===== src/hdl/kced_pkg.sv =====
// Shared types and constants of the key click event detector.
`default_nettype none
package kced_pkg;

    // Keys that have a raw level bit and a polarity bit; later keys read level 0, active low.
    localparam int unsigned RAW_KEYS = 4;

    localparam int unsigned CD_W   = 16;
    localparam int unsigned FLAG_W = 7;
    localparam int unsigned DIV_W  = 8;
    localparam int unsigned IDX_W  = 2;
    localparam int unsigned CFG_IDX_W  = 3;
    localparam int unsigned CFG_DATA_W = 16;

    // Item commands.
    localparam logic CMD_TICK  = 1'b0;
    localparam logic CMD_CHECK = 1'b1;

    // Configuration register indexes.
    localparam logic [CFG_IDX_W-1:0] CFG_LONG_PRESS   = 3'd0;
    localparam logic [CFG_IDX_W-1:0] CFG_DOUBLE_WIN   = 3'd1;
    localparam logic [CFG_IDX_W-1:0] CFG_REPEAT       = 3'd2;
    localparam logic [CFG_IDX_W-1:0] CFG_SAMPLE_DIV   = 3'd3;
    localparam logic [CFG_IDX_W-1:0] CFG_ACTIVE_HIGH  = 3'd4;

    // Register reset values.
    localparam logic [CD_W-1:0]     RST_LONG_PRESS  = 16'd2000;
    localparam logic [CD_W-1:0]     RST_DOUBLE_WIN  = 16'd200;
    localparam logic [CD_W-1:0]     RST_REPEAT      = 16'd100;
    localparam logic [DIV_W-1:0]    RST_SAMPLE_DIV  = 8'd20;
    localparam logic [RAW_KEYS-1:0] RST_ACTIVE_HIGH = 4'd4;

    // Flag bit positions.
    localparam logic [FLAG_W-1:0] FLAG_HOLD   = 7'h01;
    localparam logic [FLAG_W-1:0] FLAG_DOWN   = 7'h02;
    localparam logic [FLAG_W-1:0] FLAG_UP     = 7'h04;
    localparam logic [FLAG_W-1:0] FLAG_SINGLE = 7'h08;
    localparam logic [FLAG_W-1:0] FLAG_DOUBLE = 7'h10;
    localparam logic [FLAG_W-1:0] FLAG_LONG   = 7'h20;
    localparam logic [FLAG_W-1:0] FLAG_REPEAT = 7'h40;

    typedef enum logic [2:0] {
        PH_IDLE     = 3'd0,
        PH_PRESSED  = 3'd1,
        PH_RELEASED = 3'd2,
        PH_DOUBLE   = 3'd3,
        PH_LONG     = 3'd4
    } t_phase;

    // One memory word per key.
    typedef struct packed {
        logic              pressed;
        t_phase            phase;
        logic [CD_W-1:0]   countdown;
        logic [FLAG_W-1:0] flags;
    } t_key_state;

endpackage
`default_nettype wire


===== src/hdl/key_click_event_detector_top.sv =====
// Top level of the key click event detector: sequencer over the per-key state memory.
// A tick visits every key in turn, a check visits only the checked key if it exists; a new
// item is taken only once the result of the last one is in the output register. The per-key
// state memory is visited one key per cycle, read then written back in the next cycle.
// A finished result waits in the output register while the next item is taken.
// Reset (synchronous, active low) restores the register defaults, clears the prescaler
// and marks every key's memory word invalid, so it reads as all zero until written.
`default_nettype none
module key_click_event_detector_top #(
    parameter int unsigned NUM_KEYS = 4
) (
    input  wire logic                              i_clk,
    input  wire logic                              i_rst_n,
    // Item input.
    input  wire logic                              i_in_valid,
    output logic                                   o_in_stall,
    input  wire logic                              i_cmd,
    input  wire logic [kced_pkg::RAW_KEYS-1:0]     i_raw_levels,
    input  wire logic [kced_pkg::IDX_W-1:0]        i_key_index,
    input  wire logic [kced_pkg::FLAG_W-1:0]       i_flag_mask,
    // Result output.
    output logic                                   o_out_valid,
    input  wire logic                              i_out_stall,
    output logic                                   o_check_hit,
    output logic      [kced_pkg::FLAG_W-1:0]       o_key_flags,
    // Configuration writes.
    input  wire logic                              i_cfg_valid,
    output logic                                   o_cfg_ready,
    input  wire logic [kced_pkg::CFG_IDX_W-1:0]    i_cfg_index,
    input  wire logic [kced_pkg::CFG_DATA_W-1:0]   i_cfg_data
);

    localparam int unsigned KW = (NUM_KEYS > 1) ? $clog2(NUM_KEYS) : 1;
    localparam int unsigned SW = $bits(kced_pkg::t_key_state);

    typedef enum logic [1:0] {
        S_IDLE,
        S_TICK,
        S_WAIT,
        S_DONE
    } t_state;

    t_state r_state;

    // Configuration registers.
    logic [kced_pkg::CD_W-1:0]     r_long_ticks;
    logic [kced_pkg::CD_W-1:0]     r_double_ticks;
    logic [kced_pkg::CD_W-1:0]     r_repeat_ticks;
    logic [kced_pkg::DIV_W-1:0]    r_sample_div;
    logic [kced_pkg::RAW_KEYS-1:0] r_active_high;

    logic [kced_pkg::DIV_W-1:0]    r_prescale;

    // The accepted item.
    logic                          r_cmd;
    logic [kced_pkg::RAW_KEYS-1:0] r_levels;
    logic [kced_pkg::IDX_W-1:0]    r_idx;
    logic [kced_pkg::FLAG_W-1:0]   r_mask;
    logic                          r_sample;

    // Sweep and read-modify-write control.
    logic [KW-1:0]       r_key;
    logic                r_rd_vld;
    logic [KW-1:0]       r_rd_key;
    logic [NUM_KEYS-1:0] r_vld;

    logic                        r_res_hit;
    logic [kced_pkg::FLAG_W-1:0] r_res_flags;

    logic                        in_accept;
    logic                        rd_issue;
    logic [KW-1:0]               rd_addr;
    logic [SW-1:0]               rd_data;
    logic                        idx_ok;
    logic [kced_pkg::DIV_W-1:0]  n_prescale;
    logic                        tick_samples;
    logic                        out_free;

    kced_pkg::t_key_state        cur_entry;
    kced_pkg::t_key_state        n_entry;
    logic                        n_hit;
    logic                        cur_pressed;

    logic [NUM_KEYS-1:0]         lvl_vec;
    logic [NUM_KEYS-1:0]         pol_vec;

    assign in_accept   = i_in_valid && !o_in_stall;
    assign o_in_stall  = (r_state != S_IDLE);
    assign o_cfg_ready = 1'b1;
    assign out_free    = !o_out_valid || !i_out_stall;
    assign idx_ok      = (int'(i_key_index) < int'(NUM_KEYS));

    assign n_prescale   = r_prescale + 1'b1;
    assign tick_samples = (n_prescale >= r_sample_div);

    // A read goes out on the accepting edge (key 0, or the checked key if it exists) and then
    // once per cycle of the tick sweep.
    always_comb begin
        rd_issue = 1'b0;
        rd_addr  = r_key;
        if (in_accept) begin
            rd_issue = (i_cmd == kced_pkg::CMD_TICK) || idx_ok;
            rd_addr  = (i_cmd == kced_pkg::CMD_TICK) ? '0 : KW'(i_key_index);
        end else if (r_state == S_TICK) begin
            rd_issue = 1'b1;
        end
    end

    kced_ram #(
        .WIDTH (SW),
        .DEPTH (NUM_KEYS)
    ) u_state_ram (
        .i_clk   (i_clk),
        .i_we    (r_rd_vld),
        .i_waddr (r_rd_key),
        .i_wdata (n_entry),
        .i_raddr (rd_addr),
        .o_rdata (rd_data)
    );

    genvar g;
    generate
        for (g = 0; g < NUM_KEYS; g++) begin : g_key_bits
            if (g < kced_pkg::RAW_KEYS) begin : g_raw
                assign lvl_vec[g] = r_levels[g];
                assign pol_vec[g] = r_active_high[g];
            end else begin : g_none
                assign lvl_vec[g] = 1'b0;
                assign pol_vec[g] = 1'b0;
            end
        end
    endgenerate

    assign cur_entry   = r_vld[r_rd_key] ? kced_pkg::t_key_state'(rd_data) : '0;
    assign cur_pressed = pol_vec[r_rd_key] ? lvl_vec[r_rd_key] : !lvl_vec[r_rd_key];

    // Modify step of the read-modify-write: timer, sampling and phase machine, or a check.
    always_comb begin
        n_entry = cur_entry;
        n_hit   = 1'b0;
        if (r_cmd == kced_pkg::CMD_TICK) begin
            if (n_entry.countdown != '0) begin
                n_entry.countdown = n_entry.countdown - 1'b1;
            end
            if (r_sample) begin
                n_entry.pressed = cur_pressed;
                if (cur_pressed) begin
                    n_entry.flags = n_entry.flags | kced_pkg::FLAG_HOLD;
                end else begin
                    n_entry.flags = n_entry.flags & ~kced_pkg::FLAG_HOLD;
                end
                if (cur_pressed && !cur_entry.pressed) begin
                    n_entry.flags = n_entry.flags | kced_pkg::FLAG_DOWN;
                end
                if (!cur_pressed && cur_entry.pressed) begin
                    n_entry.flags = n_entry.flags | kced_pkg::FLAG_UP;
                end
                unique case (cur_entry.phase)
                    kced_pkg::PH_IDLE: begin
                        if (cur_pressed) begin
                            n_entry.countdown = r_long_ticks;
                            n_entry.phase     = kced_pkg::PH_PRESSED;
                        end
                    end
                    kced_pkg::PH_PRESSED: begin
                        if (!cur_pressed) begin
                            n_entry.countdown = r_double_ticks;
                            n_entry.phase     = kced_pkg::PH_RELEASED;
                        end else if (n_entry.countdown == '0) begin
                            n_entry.countdown = r_repeat_ticks;
                            n_entry.flags     = n_entry.flags | kced_pkg::FLAG_LONG;
                            n_entry.phase     = kced_pkg::PH_LONG;
                        end
                    end
                    kced_pkg::PH_RELEASED: begin
                        if (cur_pressed) begin
                            n_entry.flags = n_entry.flags | kced_pkg::FLAG_DOUBLE;
                            n_entry.phase = kced_pkg::PH_DOUBLE;
                        end else if (n_entry.countdown == '0) begin
                            n_entry.flags = n_entry.flags | kced_pkg::FLAG_SINGLE;
                            n_entry.phase = kced_pkg::PH_IDLE;
                        end
                    end
                    kced_pkg::PH_DOUBLE: begin
                        if (!cur_pressed) begin
                            n_entry.phase = kced_pkg::PH_IDLE;
                        end
                    end
                    kced_pkg::PH_LONG: begin
                        if (!cur_pressed) begin
                            n_entry.phase = kced_pkg::PH_IDLE;
                        end else if (n_entry.countdown == '0) begin
                            n_entry.countdown = r_repeat_ticks;
                            n_entry.flags     = n_entry.flags | kced_pkg::FLAG_REPEAT;
                        end
                    end
                    default: begin
                        n_entry.phase = kced_pkg::PH_IDLE;
                    end
                endcase
            end
        end else begin
            n_hit = |(cur_entry.flags & r_mask);
            // A test of the hold bit on its own leaves the flags as they are.
            if (n_hit && (r_mask != kced_pkg::FLAG_HOLD)) begin
                n_entry.flags = cur_entry.flags & ~r_mask;
            end
        end
    end

    always_ff @(posedge i_clk) begin
        if (!i_rst_n) begin
            r_state        <= S_IDLE;
            r_long_ticks   <= kced_pkg::RST_LONG_PRESS;
            r_double_ticks <= kced_pkg::RST_DOUBLE_WIN;
            r_repeat_ticks <= kced_pkg::RST_REPEAT;
            r_sample_div   <= kced_pkg::RST_SAMPLE_DIV;
            r_active_high  <= kced_pkg::RST_ACTIVE_HIGH;
            r_prescale     <= '0;
            r_key          <= '0;
            r_rd_vld       <= 1'b0;
            r_vld          <= '0;
            o_out_valid    <= 1'b0;
        end else begin
            if (i_cfg_valid && o_cfg_ready) begin
                unique case (i_cfg_index)
                    kced_pkg::CFG_LONG_PRESS:  r_long_ticks   <= i_cfg_data;
                    kced_pkg::CFG_DOUBLE_WIN:  r_double_ticks <= i_cfg_data;
                    kced_pkg::CFG_REPEAT:      r_repeat_ticks <= i_cfg_data;
                    kced_pkg::CFG_SAMPLE_DIV:  r_sample_div   <= i_cfg_data[kced_pkg::DIV_W-1:0];
                    kced_pkg::CFG_ACTIVE_HIGH: begin
                        r_active_high <= i_cfg_data[kced_pkg::RAW_KEYS-1:0];
                    end
                    default: begin
                    end
                endcase
            end

            r_rd_vld <= rd_issue;
            if (rd_issue) begin
                r_rd_key <= rd_addr;
            end

            if (r_rd_vld) begin
                r_vld[r_rd_key] <= 1'b1;
                if (int'(r_rd_key) == int'(r_idx)) begin
                    r_res_flags <= n_entry.flags;
                    r_res_hit   <= n_hit;
                end
            end

            // The completion state loads the next beat itself.
            if (o_out_valid && !i_out_stall && (r_state != S_DONE)) begin
                o_out_valid <= 1'b0;
            end

            unique case (r_state)
                S_IDLE: begin
                    if (in_accept) begin
                        r_cmd       <= i_cmd;
                        r_levels    <= i_raw_levels;
                        r_idx       <= i_key_index;
                        r_mask      <= i_flag_mask;
                        r_res_hit   <= 1'b0;
                        r_res_flags <= '0;
                        r_sample    <= (i_cmd == kced_pkg::CMD_TICK) && tick_samples;
                        if (i_cmd == kced_pkg::CMD_TICK) begin
                            r_prescale <= tick_samples ? '0 : n_prescale;
                            r_key      <= KW'(1);
                            r_state    <= (NUM_KEYS > 1) ? S_TICK : S_WAIT;
                        end else begin
                            r_state <= idx_ok ? S_WAIT : S_DONE;
                        end
                    end
                end
                S_TICK: begin
                    if (r_key == KW'(NUM_KEYS - 1)) begin
                        r_state <= S_WAIT;
                    end else begin
                        r_key <= r_key + 1'b1;
                    end
                end
                S_WAIT: begin
                    r_state <= S_DONE;
                end
                S_DONE: begin
                    if (out_free) begin
                        o_out_valid <= 1'b1;
                        o_check_hit <= r_res_hit;
                        o_key_flags <= r_res_flags;
                        r_state     <= S_IDLE;
                    end
                end
                default: begin
                    r_state <= S_IDLE;
                end
            endcase
        end
    end

    // The write-back of one key never meets a read of the same key in the sweep.
    assert property (@(posedge i_clk) disable iff (!i_rst_n)
        (r_rd_vld && rd_issue) |-> (rd_addr != r_rd_key))
        else $error("read and write-back hit the same key");

    // An accepted item holds off the next one until its result is in the output register.
    assert property (@(posedge i_clk) disable iff (!i_rst_n)
        in_accept |=> o_in_stall)
        else $error("item accepted while another is in flight");

    // A new result beat only appears from the completion state.
    assert property (@(posedge i_clk) disable iff (!i_rst_n)
        $rose(o_out_valid) |-> $past(r_state == S_DONE))
        else $error("result raised outside completion");

    // A check of a key that does not exist reports neither a hit nor flags.
    assert property (@(posedge i_clk) disable iff (!i_rst_n)
        (r_state == S_DONE && r_cmd == kced_pkg::CMD_CHECK
         && int'(r_idx) >= int'(NUM_KEYS)) |-> (!r_res_hit && r_res_flags == '0))
        else $error("check of an absent key gave a result");

endmodule
`default_nettype wire


===== src/hdl/kced_ram.sv =====
// Generic single-port-write, single-port-read RAM with registered read data.
`default_nettype none
module kced_ram #(
    parameter int unsigned WIDTH = 27,
    parameter int unsigned DEPTH = 4
) (
    input  wire logic                                    i_clk,
    input  wire logic                                    i_we,
    input  wire logic [(DEPTH > 1 ? $clog2(DEPTH) : 1)-1:0] i_waddr,
    input  wire logic [WIDTH-1:0]                        i_wdata,
    input  wire logic [(DEPTH > 1 ? $clog2(DEPTH) : 1)-1:0] i_raddr,
    output logic      [WIDTH-1:0]                        o_rdata
);

    logic [WIDTH-1:0] r_mem [DEPTH];

    always_ff @(posedge i_clk) begin
        if (i_we) begin
            r_mem[i_waddr] <= i_wdata;
        end
        o_rdata <= r_mem[i_raddr];
    end

endmodule
`default_nettype wire

===== config.mk =====
export PLATFORM = sky130hd
export DESIGN_NAME = key_click_event_detector_top
export DESIGN_NICKNAME = d
export VERILOG_FILES = /design/src/hdl/kced_pkg.sv /design/src/hdl/key_click_event_detector_top.sv /design/src/hdl/kced_ram.sv
export SDC_FILE = /design/constraint.sdc
export NUM_CORES = 1
export LEC_CHECK = 0
export BUFFER_PORTS_ARGS = -buffer_cell sky130_fd_sc_hd__buf_2
export CORE_MARGIN = 3
export CORE_UTILIZATION = 55
export CTS_BUF_LIST = sky130_fd_sc_hd__clkbuf_4
export DETAILED_ROUTE_END_ITERATION = 10
export PLACE_DENSITY_LB_ADDON = 0.2
export SLEW_MARGIN = 10
export SYNTH_ARGS = -nofsm -noshare
export SYNTH_HDL_FRONTEND = slang
export SYNTH_HIERARCHICAL = 1
export SYNTH_SLANG_ARGS = --single-unit
export TNS_END_PERCENT = 1

===== constraint.sdc =====
create_clock -name i_clk -period 5 [get_ports i_clk]
set_input_delay 0.5 -clock i_clk [delete_from_list [all_inputs] [get_ports i_clk]]
set_output_delay 0.5 -clock i_clk [all_outputs]
set_load 0.02 [all_outputs]

==> run_results.csv <==
group,metric,value,unit
routing,drc_errors,0,
timing,hold_viol,0,
min_path,whs_path_depth,3,
final_layout,mostFrequentLayoutCells,"181 x nand2_1, 141 x edfxtp_1, 105 x dfxtp_1",
flow_run,cap_violations,0,
logic_synthesis,synth_top_area_share,37.6,%
outcome,outcome,"complete, no violations",
critical_path,reg2reg_setup_slack,0.83,ns
logic_synthesis,syn-num-nets,1088,
timing,fin_crit,4.17,ns
global_routing,antenna_found_initial,2,
logic_synthesis,synth.area.mux_share,7.77,%
place,portBuffers,47,
clocking,clkSinkCount,246,
critical_path,cp_top_family,"simple AND/OR/NAND/NOR gates",
global_routing,grt_overflow,0,
clocking,cts_setup_buffers,0,
logic_synthesis,synth_area_per_cell,10.9,um2
logic_synthesis,yosysSeqAreaShare,56.3,%
clocking,tritoncts,"built",
min_path,hold_end,"r_long_ticks[4]",
global_routing,grt_max_degree,65,
critical_path,worstPathArrival,4.57,ns
logic_synthesis,synthAdderAreaFrac,1.67,%
timing,clock.fmax,240,MHz
global_routing,grt_pass1_wl,45.6,mm
critical_path,cp-end-kind,"flip-flop",
clocking,cts_buffers,61,
critical_path,required,5.41,ns
final_layout,final_cells,1431,
global_routing,grt_pass1_vias,8565,
final_layout,syn_to_final_growth,12.4,%
pwr,ir_drop,400,uV
global_routing,gr-usage-all-layers,25.9,%
pwr,powerDensity,467,nW/um2
clocking,clkTransAtPathRegs,0.07,ns
routing,wirelength,27.9,mm
timing,skew,0.0643,ns
clocking,clk_latency,0.74,ns
timing,fin_crit_sh,83.3,%
logic_synthesis,synthCells,1035,
critical_path,cp_max_fo,10,
logic_synthesis,yosysWarnings,6,
final_layout,finalNetCount,1166,
min_path,hold_start,"i_cfg_data[4]",
logic_synthesis,synth_seq_cells,246,
floorplan,die_y,149,um
critical_path,cp_num_buf_inv,0,
clocking,cts-root-buf,"clkbuf_4",
place,gp_congestion,0.965,
place,dp_hpwl,18.0,mm
floorplan,die_w,149,um
final_layout,final_common_cell,"nand2_1",
final_layout,multi_input_area,4550,um2
final_layout,drive_gt1_share,17.5,%
critical_path,crit_path_max_incr_delay,0.67,ns
critical_path,criticalPathCategory,"reg -> reg",
clocking,ctsResizeCount,0,
logic_synthesis,synth_edf_count,141,
routing,firstDrtPassIters,5,
critical_path,crit_chain,"mux4_2, nand2_1, ha_1, nor3b_1, nand2_1, or4_1, a31oi_1, a2111oi_0, nor3b_1, a221oi_1",
timing,setup_violations,0,
timing,relSlewSlack,21.6,%
critical_path,worstRegToRegCells,10,
routing,num_vias,8620,
routing,first_iter_violations,907,
timing,tns,0,ns
critical_path,crit_path_start_kind,"flip-flop",
pwr,p_leak,4.56,nW
timing,tightest_slew,1.17,ns
critical_path,r2r_start,"r_rd_key[0]",
logic_synthesis,async_reset_ff_share,0,%
floorplan,start_util,56.9,%
floorplan,die-area,22200,um2
logic_synthesis,ys_top_cells_by_area,"edfxtp_1 38%, dfxtp_1 19%, nand2_1 6.1%, mux4_2 4.6%, a21oi_1 4.4%",
clocking,cts.htree.levels,2,
logic_synthesis,synth_cell_type_count,74,
logic_synthesis,synth_top_family_by_area,"simple AND/OR/NAND/NOR gates",
critical_path,critPathSlowestCell,"mux4_2",
min_path,worst_hold_path_type,"in -> reg",
logic_synthesis,synth.cell_area,11300,um2
timing,rsz0062_at_grt,"false",
final_layout,fillCellCount,1624,
clocking,clock_path_buffers,3,
logic_synthesis,synth.largest_area_cell,"edfxtp_1",
logic_synthesis,yosys_most_used_dff,"edfxtp_1",
logic_synthesis,synth_compound_area_share,13.7,%
final_layout,seq_area,6340,um2
floorplan,io_pins,49,
clocking,holdBufCountCts,21,
floorplan,rows,51,
logic_synthesis,synth-xor-area-share,1.32,%
logic_synthesis,synth-simple-area-share,15.6,%
timing,maxSlewViolCount,0,
pwr,total_power,0.00591,W
routing,wl_per_cell,19.5,um
critical_path,r2r-end,"u_state_ram/r_mem[1][13]",
floorplan,core,19800,um2
routing,viasPerCell,6.02,
routing,postRouteAntennaNets,0,
place,dp_cells,1294,
flip-flops by register name, indices dropped and copies added, names as in the netlist, 2 cells and up:
name and cells:
u_state_ram/r_mem 108, o_key_flags 7, r_vld 4, u_state_ram/o_rdata 27, r_prescale 8, r_key 2, r_repeat_ticks 16, r_double_ticks 16
r_long_ticks 16, r_sample_div 8, r_state 2, r_mask 7, lvl_vec 4, r_res_flags 7, r_rd_key 2, pol_vec 4
r_idx 2
worst reg2reg max path, delay by kind of cell (launching register included):
kind                     cells  cell delay [ns]
adder cells (fa/ha/maj)      1             0.40
flip-flops                   1             0.37
multiplexers                 1             0.67
AND/OR/NAND/NOR              5             1.60
AO/OA/AOI/OAI                3             0.81
per-stage QoR:
step / instance area (um2) / setup WS, ns / hold slack (ns) / utilization, %
floorplan: 11300 / 0.883 / 0.426 / -
global placement: 11700 / 1.18 / 0.440 / 59.0
finish: 12700 / 0.833 / 0.0463 / 64.0
global route: 12700 / 0.560 / 0.0157 / 64.0
CTS: 12700 / 0.906 / 0.00409 / 64.0
detailed placement: 11700 / 0.955 / 0.438 / 59.0
layer usage:
metal	share of wire [%]	vias to the layer above	routed length, um	track usage [%]
met3	8.3	69	2330	5.65
met1	44	4071	12200	36.8
met5	0.054	-	15	0
met2	45	402	12600	39.0
li1	-	4076	-	-
met4	2.8	2	784	10.6
kinds of logic after synthesis:
kind of cell,Yosys count
AND/OR/NAND/NOR,378
flip-flops,246
AO/OA/AOI/OAI,239
buffers and inverters,92
multiplexers,47
XOR/XNOR,17
adder cells (fa/ha/maj),15
other,1
synth_stat cells (3+ instances only):
library cell,count
nand2_1,182
edfxtp_1,141
dfxtp_1,105
a21oi_1,98
nor2_1,55
clkbuf_1,51
nand3_1,49
o21ai_0,33
mux4_2,23
inv_1,21
a31oi_1,15
ha_1,15
mux2i_1,15
nor3_1,14
a211oi_1,11
nor4_1,10
xnor2_1,10
buf_2,9
nand4_1,9
a221oi_1,8
and3_1,8
o211ai_1,8
mux4_1,7
nand2b_1,7
nor2b_1,7
nor3b_1,7
xor2_1,7
a22oi_1,6
or4_1,6
a21o_1,5
and2_1,5
buf_1,5
a2111oi_0,4
a2bb2oi_1,4
o22ai_1,4
a221o_1,3
a311oi_1,3
and3b_1,3
buf_6,3
nand3b_1,3
o21a_1,3
o31ai_1,3
power by group:
group | internal [W] | switching (W) | total, W
clock | 0.000809 | 0.000824 | 0.00163
sequential | 0.00246 | 0.000267 | 0.00273
combinational | 0.000595 | 0.000956 | 0.00155
cell type report:
class | count | share of cell area, %
sequential | 246 | 50.1
tap | 265 | 2.62
multi-input combinational | 697 | 35.9
clock inverter | 29 | 1.06
inverter | 21 | 0.623
antenna | 1 | 0.0198
clock buffer | 86 | 5.10
timing repair buffer | 86 | 4.59
worst max-delay path by stage:
stage | startpoint | endpoint | slack (ns) | depth (start not counted)
2_1_floorplan | r_rd_key[0] | u_state_ram/r_mem[0][15] | 0.88 | 15
3_3_place_gp | r_rd_key[0] | u_state_ram/r_mem[0][13] | 1.18 | 10
3_5_place_dp | r_rd_key[0] | u_state_ram/r_mem[1][13] | 0.96 | 10
4_1_cts | r_rd_key[0] | u_state_ram/r_mem[1][13] | 0.91 | 10
5_1_grt | r_rd_key[0] | u_state_ram/r_mem[2][13] | 0.56 | 10
6_report | r_rd_key[0] | u_state_ram/r_mem[1][13] | 0.83 | 10
Power figures use the tool's default switching activity.
